<file path="config.mk">
export PLATFORM = sky130hd
export DESIGN_NAME = rgb_led_pulse_encoder
export DESIGN_NICKNAME = d
export VERILOG_FILES = /design/src/rlpe_pkg.sv /design/src/rlpe_scale_lane.sv /design/src/rlpe_serializer.sv /design/src/rgb_led_pulse_encoder.sv
export SDC_FILE = /design/constraint.sdc
export NUM_CORES = 1
export LEC_CHECK = 0
export CAP_MARGIN = 20
export CORE_UTILIZATION = 64
export DETAILED_ROUTE_END_ITERATION = 8
export DONT_BUFFER_PORTS = 1
export PLACE_DENSITY = 0.8
export SLEW_MARGIN = 15
export SYNTH_ARGS = -nofsm -noshare
export SYNTH_HDL_FRONTEND = slang
export SYNTH_SLANG_ARGS = --single-unit
</file>
<file path="constraint.sdc">
create_clock -name clk -period 5.15 [get_ports clk]
set_input_delay 0 -clock clk [delete_from_list [all_inputs] [get_ports clk]]
set_output_delay 0 -clock clk [all_outputs]
set_load 0.01 [all_outputs]
</file>
<file path="src/rlpe_pkg.sv">
// ----------------------------------------------------------------------------
// rlpe_pkg
// Shared types and constants for the RGB LED pulse encoder.
// ----------------------------------------------------------------------------
package rlpe_pkg;

  localparam int unsigned DUTY_WIDTH_DEF = 16;
  localparam int unsigned BITS_PER_PIXEL = 24;
  localparam int unsigned NUM_CHAN       = 3;

  localparam logic [7:0]  BRIGHT_RST   = 8'd255;
  localparam logic [15:0] CODE_ONE_RST = 16'd75;
  localparam logic [15:0] CODE_ZERO_RST = 16'd35;
  localparam logic [15:0] RST_LEN_RST  = 16'd100;
  localparam logic [15:0] ROUND_BIAS   = 16'd127;

  typedef enum logic [1:0] {
    REG_BRIGHT    = 2'd0,
    REG_CODE_ONE  = 2'd1,
    REG_CODE_ZERO = 2'd2,
    REG_RST_LEN   = 2'd3
  } reg_idx_t;

  typedef struct packed {
    logic [15:0] code_one;
    logic [15:0] code_zero;
    logic [15:0] rst_len;
  } enc_cfg_t;

  typedef struct packed {
    logic [7:0] green;
    logic [7:0] red;
    logic [7:0] blue;
    logic       last;
  } pixel_t;

endpackage

</file>
<file path="src/rlpe_scale_lane.sv">
// ----------------------------------------------------------------------------
// rlpe_scale_lane
// One colour lane: v*b registered, then rounded divide by 255 registered.
// ----------------------------------------------------------------------------
module rlpe_scale_lane import rlpe_pkg::*; (
  input  logic       clk,
  input  logic       ld_mul,
  input  logic       ld_div,
  input  logic [7:0] chan_in,
  input  logic [7:0] bright,
  output logic [7:0] chan_out
);

  logic [15:0] prod_r;
  logic [7:0]  quo_r;
  logic [16:0] x;
  logic [16:0] sum;

  // (x + (x >> 8) + 1) >> 8 equals x / 255 for x below 65536
  assign x   = {1'b0, prod_r} + {1'b0, ROUND_BIAS};
  assign sum = x + {8'd0, x[16:8]} + 17'd1;

  always_ff @(posedge clk) begin
    if (ld_mul) begin
      prod_r <= chan_in * bright;
    end
    if (ld_div) begin
      quo_r <= sum[15:8];
    end
  end

  assign chan_out = quo_r;

endmodule

</file>
<file path="src/rlpe_serializer.sv">
// ----------------------------------------------------------------------------
// rlpe_serializer
// Merges lane results into 24 duty words, MSB first; last pixels add the tail.
// ----------------------------------------------------------------------------
module rlpe_serializer import rlpe_pkg::*; #(
  parameter int unsigned DUTY_WIDTH = DUTY_WIDTH_DEF
) (
  input  logic        clk,
  input  logic        rst_n,
  input  logic        pix_valid,
  output logic        pix_take,
  input  pixel_t      pix,
  input  enc_cfg_t    cfg,
  output logic        out_tvalid,
  input  logic        out_tready,
  output logic [31:0] out_tdata,
  output logic        out_tuser,
  output logic        out_tlast
);

  localparam logic [15:0] DUTY_MASK = (DUTY_WIDTH >= 16) ? 16'hFFFF :
                                      16'((32'd1 << DUTY_WIDTH) - 32'd1);

  logic [23:0] sh_r, sh_nxt;
  logic [4:0]  idx_r, idx_nxt;
  logic        busy_r, busy_nxt;
  logic        tail_r, tail_nxt;
  logic        ov_r, ov_nxt;
  logic [31:0] od_r, od_nxt;
  logic        ou_r, ou_nxt;
  logic        ol_r, ol_nxt;
  logic        load;
  logic        fin;
  logic [15:0] code;

  assign load     = !ov_r || out_tready;
  assign fin      = (idx_r == 5'(BITS_PER_PIXEL - 1) && !tail_r) ||
                    (idx_r == 5'(BITS_PER_PIXEL));
  assign pix_take = pix_valid && (!busy_r || (load && fin));
  assign code     = (sh_r[23] ? cfg.code_one : cfg.code_zero) & DUTY_MASK;

  always_comb begin
    sh_nxt   = sh_r;
    idx_nxt  = idx_r;
    busy_nxt = busy_r;
    tail_nxt = tail_r;
    ov_nxt   = ov_r;
    od_nxt   = od_r;
    ou_nxt   = ou_r;
    ol_nxt   = ol_r;
    if (load) begin
      ov_nxt = busy_r;
      if (busy_r) begin
        if (idx_r == 5'(BITS_PER_PIXEL)) begin
          od_nxt = {cfg.rst_len, 16'd0};
          ou_nxt = 1'b1;
        end else begin
          od_nxt = {16'd1, code};
          ou_nxt = 1'b0;
        end
        ol_nxt  = fin;
        sh_nxt  = {sh_r[22:0], 1'b0};
        idx_nxt = idx_r + 5'd1;
        if (fin) begin
          busy_nxt = 1'b0;
        end
      end
    end
    if (pix_take) begin
      sh_nxt   = {pix.green, pix.red, pix.blue};
      idx_nxt  = 5'd0;
      busy_nxt = 1'b1;
      tail_nxt = pix.last && (cfg.rst_len != 16'd0);
    end
  end

  always_ff @(posedge clk) begin
    if (!rst_n) begin
      busy_r <= 1'b0;
      ov_r   <= 1'b0;
    end else begin
      busy_r <= busy_nxt;
      ov_r   <= ov_nxt;
    end
    sh_r   <= sh_nxt;
    idx_r  <= idx_nxt;
    tail_r <= tail_nxt;
    od_r   <= od_nxt;
    ou_r   <= ou_nxt;
    ol_r   <= ol_nxt;
  end

  assign out_tvalid = ov_r;
  assign out_tdata  = od_r;
  assign out_tuser  = ou_r;
  assign out_tlast  = ol_r;

endmodule

</file>
<file path="src/rgb_led_pulse_encoder.sv">
// ----------------------------------------------------------------------------
// rgb_led_pulse_encoder
// Scales a pixel by brightness in three lanes and emits its duty words.
//
//   port group | dir | contents
//   in_*       | in  | one pixel per word, tlast = last pixel of frame
//   out_*      | out | one duty word per slot, tuser = reset tail
//   cfg_*      | in  | APB registers: brightness, code one/zero, tail length
//
// A pixel gives 24 output words, 25 with the reset tail; the output register
// emits one word per cycle unless stalled, which sets the sustained rate.
// Input passes multiply, divide, load and output registers before output.
// The next pixel is taken as the last word of the current one is loaded.
// Synchronous reset clears valid/busy flags and loads register defaults.
// Output stalls hold the output word and back-pressure the lane pipeline.
// ----------------------------------------------------------------------------
module rgb_led_pulse_encoder import rlpe_pkg::*; #(
  parameter int unsigned DUTY_WIDTH = DUTY_WIDTH_DEF
) (
  input  logic        clk,
  input  logic        rst_n,
  input  logic        in_tvalid,
  output logic        in_tready,
  input  logic [23:0] in_tdata,   // red[7:0], green[15:8], blue[23:16]
  input  logic        in_tlast,
  output logic        out_tvalid,
  input  logic        out_tready,
  output logic [31:0] out_tdata,  // duty_code[15:0], repeat_count[31:16]
  output logic        out_tuser,  // is_tail
  output logic        out_tlast,
  input  logic        cfg_psel,
  input  logic        cfg_penable,
  input  logic        cfg_pwrite,
  input  logic [3:0]  cfg_paddr,
  input  logic [31:0] cfg_pwdata,
  output logic [31:0] cfg_prdata,
  output logic        cfg_pready
);

  logic [7:0]  bright_r;
  enc_cfg_t    cfg_r;
  logic        wr_en;
  reg_idx_t    widx;

  logic        v1_r, v2_r;
  logic        last1_r, last2_r;
  logic        rdy1, rdy2;
  logic        ld1, ld2;
  logic        pix_take;
  pixel_t      pix;
  logic [7:0]  scaled [NUM_CHAN];
  logic [7:0]  chan_in [NUM_CHAN];

  // configuration port
  assign cfg_pready = 1'b1;
  assign wr_en      = cfg_psel && cfg_penable && cfg_pwrite;
  assign widx       = reg_idx_t'(cfg_paddr[3:2]);

  always_ff @(posedge clk) begin
    if (!rst_n) begin
      bright_r        <= BRIGHT_RST;
      cfg_r.code_one  <= CODE_ONE_RST;
      cfg_r.code_zero <= CODE_ZERO_RST;
      cfg_r.rst_len   <= RST_LEN_RST;
    end else if (wr_en) begin
      case (widx)
        REG_BRIGHT:    bright_r        <= cfg_pwdata[7:0];
        REG_CODE_ONE:  cfg_r.code_one  <= cfg_pwdata[15:0];
        REG_CODE_ZERO: cfg_r.code_zero <= cfg_pwdata[15:0];
        REG_RST_LEN:   cfg_r.rst_len   <= cfg_pwdata[15:0];
        default: ;
      endcase
    end
  end

  always_comb begin
    case (widx)
      REG_BRIGHT:    cfg_prdata = {24'd0, bright_r};
      REG_CODE_ONE:  cfg_prdata = {16'd0, cfg_r.code_one};
      REG_CODE_ZERO: cfg_prdata = {16'd0, cfg_r.code_zero};
      REG_RST_LEN:   cfg_prdata = {16'd0, cfg_r.rst_len};
      default:       cfg_prdata = 32'd0;
    endcase
  end

  // lane pipeline control
  assign rdy2      = !v2_r || pix_take;
  assign rdy1      = !v1_r || rdy2;
  assign in_tready = rdy1;
  assign ld1       = in_tvalid && rdy1;
  assign ld2       = v1_r && rdy2;

  always_ff @(posedge clk) begin
    if (!rst_n) begin
      v1_r <= 1'b0;
      v2_r <= 1'b0;
    end else begin
      if (rdy1) v1_r <= in_tvalid;
      if (rdy2) v2_r <= v1_r;
    end
    if (ld1) last1_r <= in_tlast;
    if (ld2) last2_r <= last1_r;
  end

  assign chan_in[0] = in_tdata[15:8];   // green
  assign chan_in[1] = in_tdata[7:0];    // red
  assign chan_in[2] = in_tdata[23:16];  // blue

  for (genvar i = 0; i < NUM_CHAN; i++) begin : g_lane
    rlpe_scale_lane u_lane (
      .clk     (clk),
      .ld_mul  (ld1),
      .ld_div  (ld2),
      .chan_in (chan_in[i]),
      .bright  (bright_r),
      .chan_out(scaled[i])
    );
  end

  assign pix.green = scaled[0];
  assign pix.red   = scaled[1];
  assign pix.blue  = scaled[2];
  assign pix.last  = last2_r;

  rlpe_serializer #(
    .DUTY_WIDTH(DUTY_WIDTH)
  ) u_ser (
    .clk       (clk),
    .rst_n     (rst_n),
    .pix_valid (v2_r),
    .pix_take  (pix_take),
    .pix       (pix),
    .cfg       (cfg_r),
    .out_tvalid(out_tvalid),
    .out_tready(out_tready),
    .out_tdata (out_tdata),
    .out_tuser (out_tuser),
    .out_tlast (out_tlast)
  );

endmodule

</file>
**Word level (Yosys, flattened, before mapping)**

Cells that the tools add are included.

- Memory bits (read-only): 0
- Bits in writable memories: 0
- Output and inout port bits: 69
- Bits of input ports: 68
- Bits in latches: 0
- Memories: 0
- Register bits after elaboration: 198
- Logic and storage cells: 79

- $lt $le $gt $ge: 0
- Muxes and demuxes: 10
- Reductions and logical operators: 28
- Shift operators: 0
- $mul: 3
- Div/mod/pow operators: 0
- Bitwise operators: 0
- Eq/ne operators: 5
- Add/sub/neg operators: 10

Operators with widths:

| operator | count |
|---|---|
| $pmux 32 s4 | 1 |
| $mux 24 | 3 |
| $add 16x7->17 const B | 3 |
| $add 16x1->16 const B | 3 |
| $add 16x9->16 | 3 |
| $mul 8x8->16 | 3 |
| $mux 16 | 1 |
| $reduce_bool 16->1 | 1 |
| $reduce_and 2->1 | 6 |
| $eq 5x5->1 const B | 2 |
| $logic_and 1x1->1 | 8 |
| $add 5x1->5 const B | 1 |
| $logic_not 1->1 | 5 |
| $logic_or 1x1->1 | 5 |
| $mux 1 | 5 |
| $eq 2x2->1 const B | 2 |
| $reduce_bool 2->1 | 2 |
| $eq 2x1->1 const B | 1 |
| $logic_not 2->1 | 1 |

**Logic depth before layout (Yosys ltp)**

Gate-level depths: netlist (run 1).

- Depth after elaboration: 9
- Mapped depth: 18
- Depth with buffers taken out: 17

**By module**

A second synthesis (run 1) with hierarchy kept.

- Cells, all modules: 1572
- Area, all modules: 16370.7 um2

By module, submodules not included:

| module | area each (um2) | times used | cells each | sequential area each (um2) |
|---|---|---|---|---|
| rlpe_scale_lane at g_lane[2].u_lane | 3669.8 | 1 | 383 | 720.7 |
| rlpe_scale_lane at g_lane[1].u_lane | 3522.1 | 1 | 362 | 720.7 |
| rlpe_scale_lane at g_lane[0].u_lane | 3447.1 | 1 | 357 | 720.7 |
| rlpe_serializer | 2952.8 | 1 | 195 | 1911.8 |
| rgb_led_pulse_encoder | 2778.9 | 1 | 275 | 1221.2 |

**Worst setup path before layout (run 1)**

OpenSTA, ideal clock, no wires.

- Kind: register -> register
- Start point: register bright_r[7]
- End point: register g_lane[2].u_lane.prod_r[15], data pin
- Clock period less this slack: 4769 ps
- Library setup time: 259 ps
- Path buffers: 1
- Cell stages (with the launch flop): 16
- Data required time: 4891 ps
- Path slack: 381 ps
- Arrival: 4509 ps
- Cell sequence: dfxtp_1 -> clkbuf_1 -> nand2_1 -> fa_1 -> fa_1 -> fa_1 -> fa_1 -> inv_1 -> ha_1 -> o21a_1 -> o31a_1 -> o211ai_1 -> a21oi_1 -> a2111oi_0 -> a21oi_1 -> xnor2_1

- Longest elaborated chain between the ends: 1

RTL lines:

| item | line | RTL |
|---|---|---|
| from (decl) | rgb_led_pulse_encoder.sv:40 | `logic [7:0] bright_r;` |
| from (signal assigned) | rgb_led_pulse_encoder.sv:67 | `REG_BRIGHT: bright_r <= cfg_pwdata[7:0];` |
| $mul 8x8->16 | rlpe_scale_lane.sv:25 | `prod_r <= chan_in * bright;` |
| to (signal assigned) | rlpe_scale_lane.sv:25 |  |
| to (decl) | rlpe_scale_lane.sv:14 | `logic [15:0] prod_r;` |

Every way passes these cells.
A chain may end at the register's enable or synchronous reset.

**Worst setup path in the final report (run 1)**

- Start point: register bright_r[3]
- End point: register g_lane[0].u_lane.prod_r[15], data pin

- Longest elaborated chain between the ends: 1

RTL lines:

| item | line |
|---|---|
| $mul 8x8->16 | rlpe_scale_lane.sv:25 |
| to (signal assigned) | rlpe_scale_lane.sv:25 |
| to (decl) | rlpe_scale_lane.sv:14 |

Every way passes these cells.

==> results.md, run 1 <==
* Result of the run: complete, no violations
* Synth Flop Type: sky130_fd_sc_hd__edfxtp_1
* Total congestion overflow after global routing at 0
* Number of enable-type register cells in the synthesized netlist at 133
* Vias after detailed routing at 11.2k
* Arrival time at the worst endpoint at 5050 ps
* Final cycle utilization of the critical path at 94.2%
* Fin Clk Skew at 25.0 ps
* Global-route wire length before repair at 54800 microns
* Relative contribution of sequential cells to total power at 29.6%
* Worst Tran Pin Value at 1130 ps
* Total count of hold-check failures in the final report at 0
* Critical path data required time at 5350 ps
* Max-cap violations at 0
* Hold crit path type: primary input to flip-flop
* R2r startpoint: bright_r[3]
* Number of antenna violations at the first check in global routing at 1
* Maximum clock rate at 206 MHz
* Synthesis Warnings at 0
* Setup tns final at 0 ps
* DRC violation count after routing at 0
* Clock tree from TritonCTS: built
* Core footprint at 0.0242 sq mm
* Starting DRT DRC Count at 913
* Proportion of layout cells with a drive suffix above 1 at 7.24%
* Internal Power at 5020 uW
* Shortest clock period the worst path allows after layout at 4850 ps
* Worst setup path category: flip-flop to flip-flop
* Number of nets at the end of the flow at 1915
* Area fraction of the dominant cell type after synthesis at 25.3%
* Number of global-route vias before repair at 11.3k
* Routed Wire Length at 33600 microns
* GRT Util Overall at 27.0%
* Yosys top cell by area: sky130_fd_sc_hd__edfxtp_1
* Post-synthesis cell type count at 71
* Share of total power in the clock network at 17.4%
* Fraction of the yosys area taken by sequential cells at 33.5%
* Number of standard-cell rows in the floorplan at 57
* Net switching power at 3470 uW
* Inserted Clock Buffers at 17
* Drt wl/cell at 17.3 microns
* Pin count of the biggest net entering global routing at 61
* Clock Root Buffer: sky130_fd_sc_hd__clkbuf_16
* Sw Share at 40.9%
* Placer congestion estimate at 0.837
* Layout Area Growth over Synthesis at 8.61%
* IO Count at 137
* Maximum fanout along the worst path at 11
* Kind of capture point of the worst setup path: flip-flop
* Number of port buffers at 0
* Synthesized area per cell at 10.0 sq um
* Vias per Instance at 5.79
* Total design power at 8490 uW
* First-pass DRT Iterations at 6
* Clock latency on the worst-skew pair at 460 ps
* Post-synthesis cell count at 1579
* Die Span Y at 159 microns
* RR Endpoint: g_lane[0].u_lane.prod_r[15]
* Clock transition at the register clock pins on the worst setup and hold paths after CTS at 80 ps
* Depth of the worst hold-timing path at 3
* Largest vdd supply drop at 0.287 mV
* Cell depth of the worst flop-to-flop path at 16
* Number of H-tree branching levels at 4
* Initial Util at 65.1%
* Residual antenna-violating net count after detailed routing at 0
* Sinks on the clock net at 198
* Count of final setup violators at 0
* RSZ-0062 raised after global routing: no
* Headroom to the max-slew limit at 24.6%
* Post-synth design cell area at 0.0158 sq mm
* Horizontal extent of the die at 159 microns
* Setup slack on the worst flop-to-flop path at 300 ps
* Kind of start point of the critical path: flip-flop
* Leak at 0.00735 uW
* Max-slew violation total from the final report at 0
* Endpoint, Worst Hold: g_lane[1].u_lane.prod_r[2]
* Synth async-reset ratio at 0%
* Part of the power in combinational logic at 53.0%
* Post-DP HPWL at 24200 microns
* Number of synthesized register bits at 198
* Die Area at 0.0253 sq mm
* Power per unit of standard cell area at 495 mW/mm^2
* Hold_sp: in_tdata[0]
* Biggest area contributors in the synthesized netlist: sky130_fd_sc_hd__edfxtp_1 (25%), sky130_fd_sc_hd__fa_1 (14%), sky130_fd_sc_hd__ha_1 (11%), sky130_fd_sc_hd__dfxtp_1 (8.2%), sky130_fd_sc_hd__and2_1 (6.5%)
* Clk buf depth at 2
* Number of buffers added for setup after CTS at 0
==> sequential cells by signal, summed over array words and instances, names as in the netlist <==
register and cells:
cfg_r 48, g_lane.u_lane.prod_r 48, u_ser.out_tdata 32, g_lane.u_lane.chan_out 24, u_ser.sh_r 24, bright_r 8
u_ser.idx_r 5, last1_r 1, last2_r 1, u_ser.busy_r 1, u_ser.out_tlast 1, u_ser.out_tuser 1
u_ser.out_tvalid 1, u_ser.tail_r 1, v1_r 1, v2_r 1
==> cells by family after synthesis <==
family / count (synthesis) / synth area share [%]
other cells: 2 / 0.0476
flops: 198 / 33.5
simple gates: 568 / 18.4
mux: 56 / 4.43
fa+ha+maj: 245 / 24.5
buf+inv: 244 / 6.28
xor+xnor: 91 / 5.14
compound gates: 175 / 7.65
==> cells in the mapped netlist (31+ instances only) <==
cell type,count
sky130_fd_sc_hd__a21oi_1,45
sky130_fd_sc_hd__nand2_1,192
sky130_fd_sc_hd__ha_1,137
sky130_fd_sc_hd__nand3_1,45
sky130_fd_sc_hd__dfxtp_1,65
sky130_fd_sc_hd__a21boi_0,40
sky130_fd_sc_hd__clkbuf_1,41
sky130_fd_sc_hd__fa_1,108
sky130_fd_sc_hd__and2_1,165
sky130_fd_sc_hd__mux2_2,31
sky130_fd_sc_hd__xor2_1,35
sky130_fd_sc_hd__inv_1,177
sky130_fd_sc_hd__nor2_1,66
sky130_fd_sc_hd__xnor2_1,54
sky130_fd_sc_hd__edfxtp_1,133
==> critical path, stage by stage, from the launching register on <==
cell and delay, ps:
sky130_fd_sc_hd__dfxtp_1 460, sky130_fd_sc_hd__buf_4 240, sky130_fd_sc_hd__and2_1 150, sky130_fd_sc_hd__fa_1 410, sky130_fd_sc_hd__fa_1 490, sky130_fd_sc_hd__inv_1 50
sky130_fd_sc_hd__fa_1 490, sky130_fd_sc_hd__fa_1 490, sky130_fd_sc_hd__inv_1 40, sky130_fd_sc_hd__ha_1 330, sky130_fd_sc_hd__o21a_1 210, sky130_fd_sc_hd__o31a_1 130
sky130_fd_sc_hd__o211ai_1 230, sky130_fd_sc_hd__a21oi_1 100, sky130_fd_sc_hd__a2111oi_1 490, sky130_fd_sc_hd__a21oi_1 160, sky130_fd_sc_hd__xnor2_1 150
==> layer usage <==
metal / vias to the layer above / global-route usage (%) / part of all wire [%] / routed length [microns]
li1: 5306 / - / - / -
met1: 5473 / 34.2 / 41 / 13800
met2: 391 / 45.7 / 49 / 16500
met3: 67 / 5.99 / 7.4 / 2470
met4: 0 / 9.27 / 2.2 / 752
met5: - / 0 / 0 / 0
==> power groups by stage <==
stage	Sequential [uW]	Clock, uW	Combinational, uW
detailed placement	2540	0	4390
CTS	2510	1490	4490
floorplan	2470	0	3600
global placement	2530	0	4210
global route	2550	1540	5090
finish	2510	1480	4500
==> layout make-up <==
cell class                 count  area [sq um]
multi-input combinational   1152          9590
fill                        1730          7100
sequential                   198          5300
inverter                     177           664
timing repair buffer          56           533
clock buffer                  17           425
tap                          324           405
clock inverter                15           229
antenna                        2          5.00
==> worst max path at each step <==
stage	from	to	cells past startpoint
after detailed placement	bright_r[2]	g_lane[0].u_lane.prod_r[15]	16
after global routing	bright_r[3]	g_lane[2].u_lane.prod_r[15]	18
after CTS	bright_r[2]	g_lane[1].u_lane.prod_r[15]	16
after global placement	bright_r[2]	g_lane[1].u_lane.prod_r[15]	16
final	bright_r[3]	g_lane[0].u_lane.prod_r[15]	16
after floorplan	bright_r[7]	g_lane[2].u_lane.prod_r[15]	15
==> through the flow <==
| stage | instances | util [%] | instance area [sq um] | hold slack, ps | setup WS (ps) |
|---|---|---|---|---|---|
| floorplan | 1594 | - | 15800 | 98.9 | 381 |
| global placement | 1870 | 66.4 | 16100 | 79.1 | 212 |
| detailed placement | 1870 | 66.4 | 16100 | 81.7 | 126 |
| CTS | 1938 | 70.6 | 17100 | 35.4 | 77.9 |
| global route | 1940 | 70.7 | 17100 | 61.6 | 20.4 |
| finish | 1941 | 70.7 | 17200 | 51.2 | 299 |
==> what timing repair did <==
item / CTS / global route
resized for setup: 0 / 5
endpoints found under the setup margin: 0 / 4
hold buffers: 36 / 0
endpoints found under the hold margin: 85 / 0
==> cells in the final DEF, fill, tap and decap left out, types with 4 or more instances in the layout <==
| cell | instances |
|---|---|
| sky130_fd_sc_hd__nor3b_1 | 5 |
| sky130_fd_sc_hd__a41oi_1 | 4 |
| sky130_fd_sc_hd__o21a_1 | 16 |
| sky130_fd_sc_hd__a21boi_0 | 40 |
| sky130_fd_sc_hd__nor2_1 | 65 |
| sky130_fd_sc_hd__nor2b_1 | 9 |
| sky130_fd_sc_hd__nor4_1 | 10 |
| sky130_fd_sc_hd__mux2_2 | 31 |
| sky130_fd_sc_hd__a21oi_1 | 44 |
| sky130_fd_sc_hd__conb_1 | 17 |
| sky130_fd_sc_hd__ha_1 | 137 |
| sky130_fd_sc_hd__and2_1 | 165 |
| sky130_fd_sc_hd__nand2b_1 | 5 |
| sky130_fd_sc_hd__mux2i_1 | 17 |
| sky130_fd_sc_hd__dlygate4sd3_1 | 35 |
| sky130_fd_sc_hd__mux4_2 | 8 |
| sky130_fd_sc_hd__clkbuf_16 | 17 |
| sky130_fd_sc_hd__o21ai_0 | 23 |
| sky130_fd_sc_hd__nand2_1 | 192 |
| sky130_fd_sc_hd__inv_1 | 177 |
| sky130_fd_sc_hd__nand4_1 | 4 |
| sky130_fd_sc_hd__and3_1 | 25 |
| sky130_fd_sc_hd__inv_12 | 8 |
| sky130_fd_sc_hd__buf_4 | 19 |
| sky130_fd_sc_hd__xnor2_1 | 54 |
| sky130_fd_sc_hd__dfxtp_1 | 63 |
| sky130_fd_sc_hd__fa_1 | 108 |
| sky130_fd_sc_hd__xor2_1 | 35 |
| sky130_fd_sc_hd__edfxtp_1 | 133 |
| sky130_fd_sc_hd__a22o_1 | 8 |
| sky130_fd_sc_hd__o211ai_1 | 5 |
| sky130_fd_sc_hd__nor3_1 | 18 |
| sky130_fd_sc_hd__nand3_1 | 45 |
(Power assumes the default switching activity.)
==> inputs of run 2 (changes only) <==
--- a/config.mk
+++ b/config.mk
@@ -5,11 +5,13 @@
 export SDC_FILE = /design/constraint.sdc
 export NUM_CORES = 1
 export LEC_CHECK = 0
+export ABC_AREA = 1
 export CAP_MARGIN = 20
 export CORE_UTILIZATION = 64
 export DETAILED_ROUTE_END_ITERATION = 8
 export DONT_BUFFER_PORTS = 1
 export PLACE_DENSITY = 0.8
+export SKIP_CTS_REPAIR_TIMING = 1
 export SLEW_MARGIN = 15
 export SYNTH_ARGS = -nofsm -noshare
 export SYNTH_HDL_FRONTEND = slang
==> constraint.sdc (replaced) <==
create_clock -name clk -period 4.9 [get_ports clk]
set_input_delay 0 -clock clk [delete_from_list [all_inputs] [get_ports clk]]
set_output_delay 0 -clock clk [all_outputs]
set_load 0.01 [all_outputs]
==> results.md, run 2 <==
* Slowest library cell on the worst path: sky130_fd_sc_hd__dfxtp_1
* Routed Wire Length at 34700 microns
* Post-synthesis share of cell area spent on and, or, nand and nor gates at 21.4%
* Total count of hold-check failures in the final report at 0
* Result of the run: complete, no violations
* Number of port buffers at 0
* Total of fill cells in the finished design at 1926
* Kind of cell adding the most delay to the critical path: adder cells
* Clock latency on the worst-skew pair at 450 ps
* Layout Area Growth over Synthesis at 7.11%
* Horizontal extent of the die at 163 microns
* Setup tns final at 0 ps
* Post-synthesis cell type count at 50
* Starting DRT DRC Count at 1183
* Post-DP HPWL at 26400 microns
* Total congestion overflow after global routing at 0
* Drt wl/cell at 14.4 microns
* Area fraction of the dominant cell type after synthesis at 24.1%
* Biggest area contributors in the synthesized netlist: sky130_fd_sc_hd__edfxtp_1 (24%), sky130_fd_sc_hd__fa_1 (13%), sky130_fd_sc_hd__nand2_1 (12%), sky130_fd_sc_hd__ha_1 (10%), sky130_fd_sc_hd__inv_1 (9.7%)
* GRT Util Overall at 27.3%
* Fin Clk Skew at 19.6 ps
* Yosys top cell by area: sky130_fd_sc_hd__edfxtp_1
* Combinational family with the most area after synthesis: adder cells
* FF+latch area at 0.00530 sq mm
* Synthesized-area fraction occupied by xor and xnor cells at 3.88%
* Initial Util at 65.5%
* Number of standard-cell rows in the floorplan at 58
* Arithmetic-cell share of the synthesized area counting full adders, half adders and majority gates at 23.4%
* Number of global-route vias before repair at 12.7k
* Total area of multi-input combinational cells at 0.00928 sq mm
* Post-synthesis cell count at 2071
* Maximum clock rate at 219 MHz
* Clock tree from TritonCTS: built
* Kind of capture point of the worst setup path: flip-flop
* Sinks on the clock net at 198
* Most common cell after layout, fill and taps aside: sky130_fd_sc_hd__nand2_1
* Count of final setup violators at 0
* Arrival time at the worst endpoint at 4770 ps
* Number of antenna violations at the first check in global routing at 0
* Number of enable-type register cells in the synthesized netlist at 133
* Number of synthesized register bits at 198
* Utilization after layout at 70.2%
* Worst Tran Pin Value at 997 ps
* Clock transition at the register clock pins on the worst setup and hold paths after CTS at 80 ps
* Power per unit of standard cell area at 521 mW/mm^2
* Highest cell delay on the worst timing path at 620 ps
* Headroom to the max-slew limit at 33.4%
* Die Area at 0.0266 sq mm
* Fraction of the yosys area taken by sequential cells at 31.9%
* Maximum fanout along the worst path at 8
* Top library cells by usage in the layout, fill and taps aside: sky130_fd_sc_hd__nand2_1 (552), sky130_fd_sc_hd__inv_1 (428), sky130_fd_sc_hd__ha_1 (137)
* First-pass DRT Iterations at 5
* Synthesized area per cell at 8.01 sq um
* Leak at 0.00918 uW
* Die Span Y at 163 microns
* Library cell appearing most often on the critical path: sky130_fd_sc_hd__fa_1
* Core footprint at 0.0253 sq mm
* Shortest clock period the worst path allows after layout at 4560 ps
* Vias per Instance at 5.38
* Synth Flop Type: sky130_fd_sc_hd__edfxtp_1
* Number of nets at the end of the flow at 2382
* Kind of start point of the critical path: flip-flop
* Post-synth design cell area at 0.0166 sq mm
* Placer congestion estimate at 0.920
* Number of H-tree branching levels at 4
* Clk buf depth at 2
* Max-slew violation total from the final report at 0
* RSZ-0062 raised after global routing: no
* Pin count of the biggest net entering global routing at 58
* Hold crit path type: primary input to flip-flop
* Largest vdd supply drop at 0.325 mV
* Critical path data required time at 5100 ps
* Minimum hold slack at 8.80 ps
* Inserted Clock Buffers at 17
* Proportion of layout cells with a drive suffix above 1 at 6.15%
* Multiplexer fraction of the synthesized cell area at 0%
* Hold_sp: in_tdata[16]
* Total buffers and inverters traversed by the critical path at 3
* Final cycle utilization of the critical path at 93.1%
* Top cell types by occurrence after synthesis: sky130_fd_sc_hd__nand2_1 (552), sky130_fd_sc_hd__inv_1 (429), sky130_fd_sc_hd__ha_1 (137)
* Synth async-reset ratio at 0%
* Worst setup path category: flip-flop to flip-flop
* Vias after detailed routing at 13.0k
* Clock Root Buffer: sky130_fd_sc_hd__clkbuf_16
* Startpoint of the most critical setup path: bright_r[5]
* Worst-path cell chain: nand2_1 > inv_1 > fa_1 > fa_1 > fa_1 > inv_1 > fa_1 > inv_1 > ha_1 > a21oi_1 > a21boi_0 > o21ai_0 > a31oi_1 > xnor2_1
* IO Count at 137
* DRC violation count after routing at 0
* Residual antenna-violating net count after detailed routing at 0
* Max-cap violations at 0
* Share of the synthesized area in compound gates (AO/OA/AOI/OAI) at 6.84%
* Synthesis Warnings at 0
* Global-route wire length before repair at 58300 microns
* Most frequent cell after synthesis: sky130_fd_sc_hd__nand2_1
* Ant diodes at 0
* R2r startpoint: bright_r[5]
[run 2: changes by cell type after synthesis, moves of 18 or more]
cell	before	now
sky130_fd_sc_hd__a21oi_1	45	87
sky130_fd_sc_hd__and2_1	165	2
sky130_fd_sc_hd__a21boi_0	40	6
sky130_fd_sc_hd__mux2_2	31	0
sky130_fd_sc_hd__o21ai_0	23	61
sky130_fd_sc_hd__nand2_1	192	552
sky130_fd_sc_hd__and3_1	25	2
sky130_fd_sc_hd__nand2_2	0	18
sky130_fd_sc_hd__xnor2_1	54	13
sky130_fd_sc_hd__nand3_1	45	65
sky130_fd_sc_hd__nor2_1	66	131
sky130_fd_sc_hd__inv_1	177	429
[run 2: worst reg2reg max path: stages (launching register included)]
cell,delay [ps]
sky130_fd_sc_hd__dfxtp_1,620
sky130_fd_sc_hd__nand2_1,100
sky130_fd_sc_hd__inv_1,80
sky130_fd_sc_hd__fa_1,430
sky130_fd_sc_hd__fa_1,520
sky130_fd_sc_hd__fa_1,540
sky130_fd_sc_hd__inv_1,50
sky130_fd_sc_hd__fa_1,530
sky130_fd_sc_hd__inv_1,50
sky130_fd_sc_hd__ha_1,340
sky130_fd_sc_hd__a21oi_1,230
sky130_fd_sc_hd__a21boi_0,330
sky130_fd_sc_hd__o21ai_0,210
sky130_fd_sc_hd__a31oi_1,200
sky130_fd_sc_hd__xnor2_1,90
[run 2: cells by family (layout without fill, tap and decap cells)]
logic type	count (synthesis)	in the layout
AO/OA/AOI/OAI	198	198
XOR/XNOR	67	67
adder cells (fa/ha/maj)	245	245
buffers and inverters	530	526
flip-flops	198	198
other	2	17
AND/OR/NAND/NOR	831	831
[run 2: area by class of cell]
| type | instances | share of cell area (%) |
|---|---|---|
| Tap cell | 330 | 2.32 |
| Sequential cell | 198 | 29.8 |
| Clock inverter | 14 | 1.00 |
| Inverter | 438 | 9.25 |
| Clock buffer | 18 | 2.41 |
| Multi-Input combinational cell | 1358 | 52.2 |
| Timing Repair Buffer | 56 | 2.96 |
[run 2: routing by layer]
metal / vias to the layer above / wire [microns] / share of wire [%] / track usage (%)
met5: - / 0 / 0 / 0
met4: 0 / 1060 / 3.1 / 10.3
met3: 97 / 2610 / 7.5 / 5.05
met2: 507 / 16400 / 47 / 46.5
met1: 6024 / 14700 / 42 / 34.5
li1: 6347 / - / - / -
[run 2: path summary, 6_finish.rpt]
path | to | slack [ps] | depth (start not counted)
min | g_lane[2].u_lane.prod_r[2] | 9 | 4
max reg2reg | g_lane[2].u_lane.prod_r[13] | 340 | 14
min reg2reg | last2_r | 450 | 0
max | g_lane[2].u_lane.prod_r[13] | 340 | 14
[run 2: metrics by stage]
stage          area, sq um  setup slack, ps  cells  total power, uW
4_1_cts              17400              187   2377             9230
6_report             17800              338   2412             9270
5_1_grt              17800             47.8   2412            10200
3_5_place_dp         16800              184   2345             7790
2_1_floorplan        16600              482   2086             6820
3_3_place_gp         16800              350   2344             7580
[run 2: where the power goes]
| group | internal [uW] | switching, uW |
|---|---|---|
| Clock | 734 | 686 |
| Sequential | 2380 | 240 |
| Combinational | 2080 | 3150 |
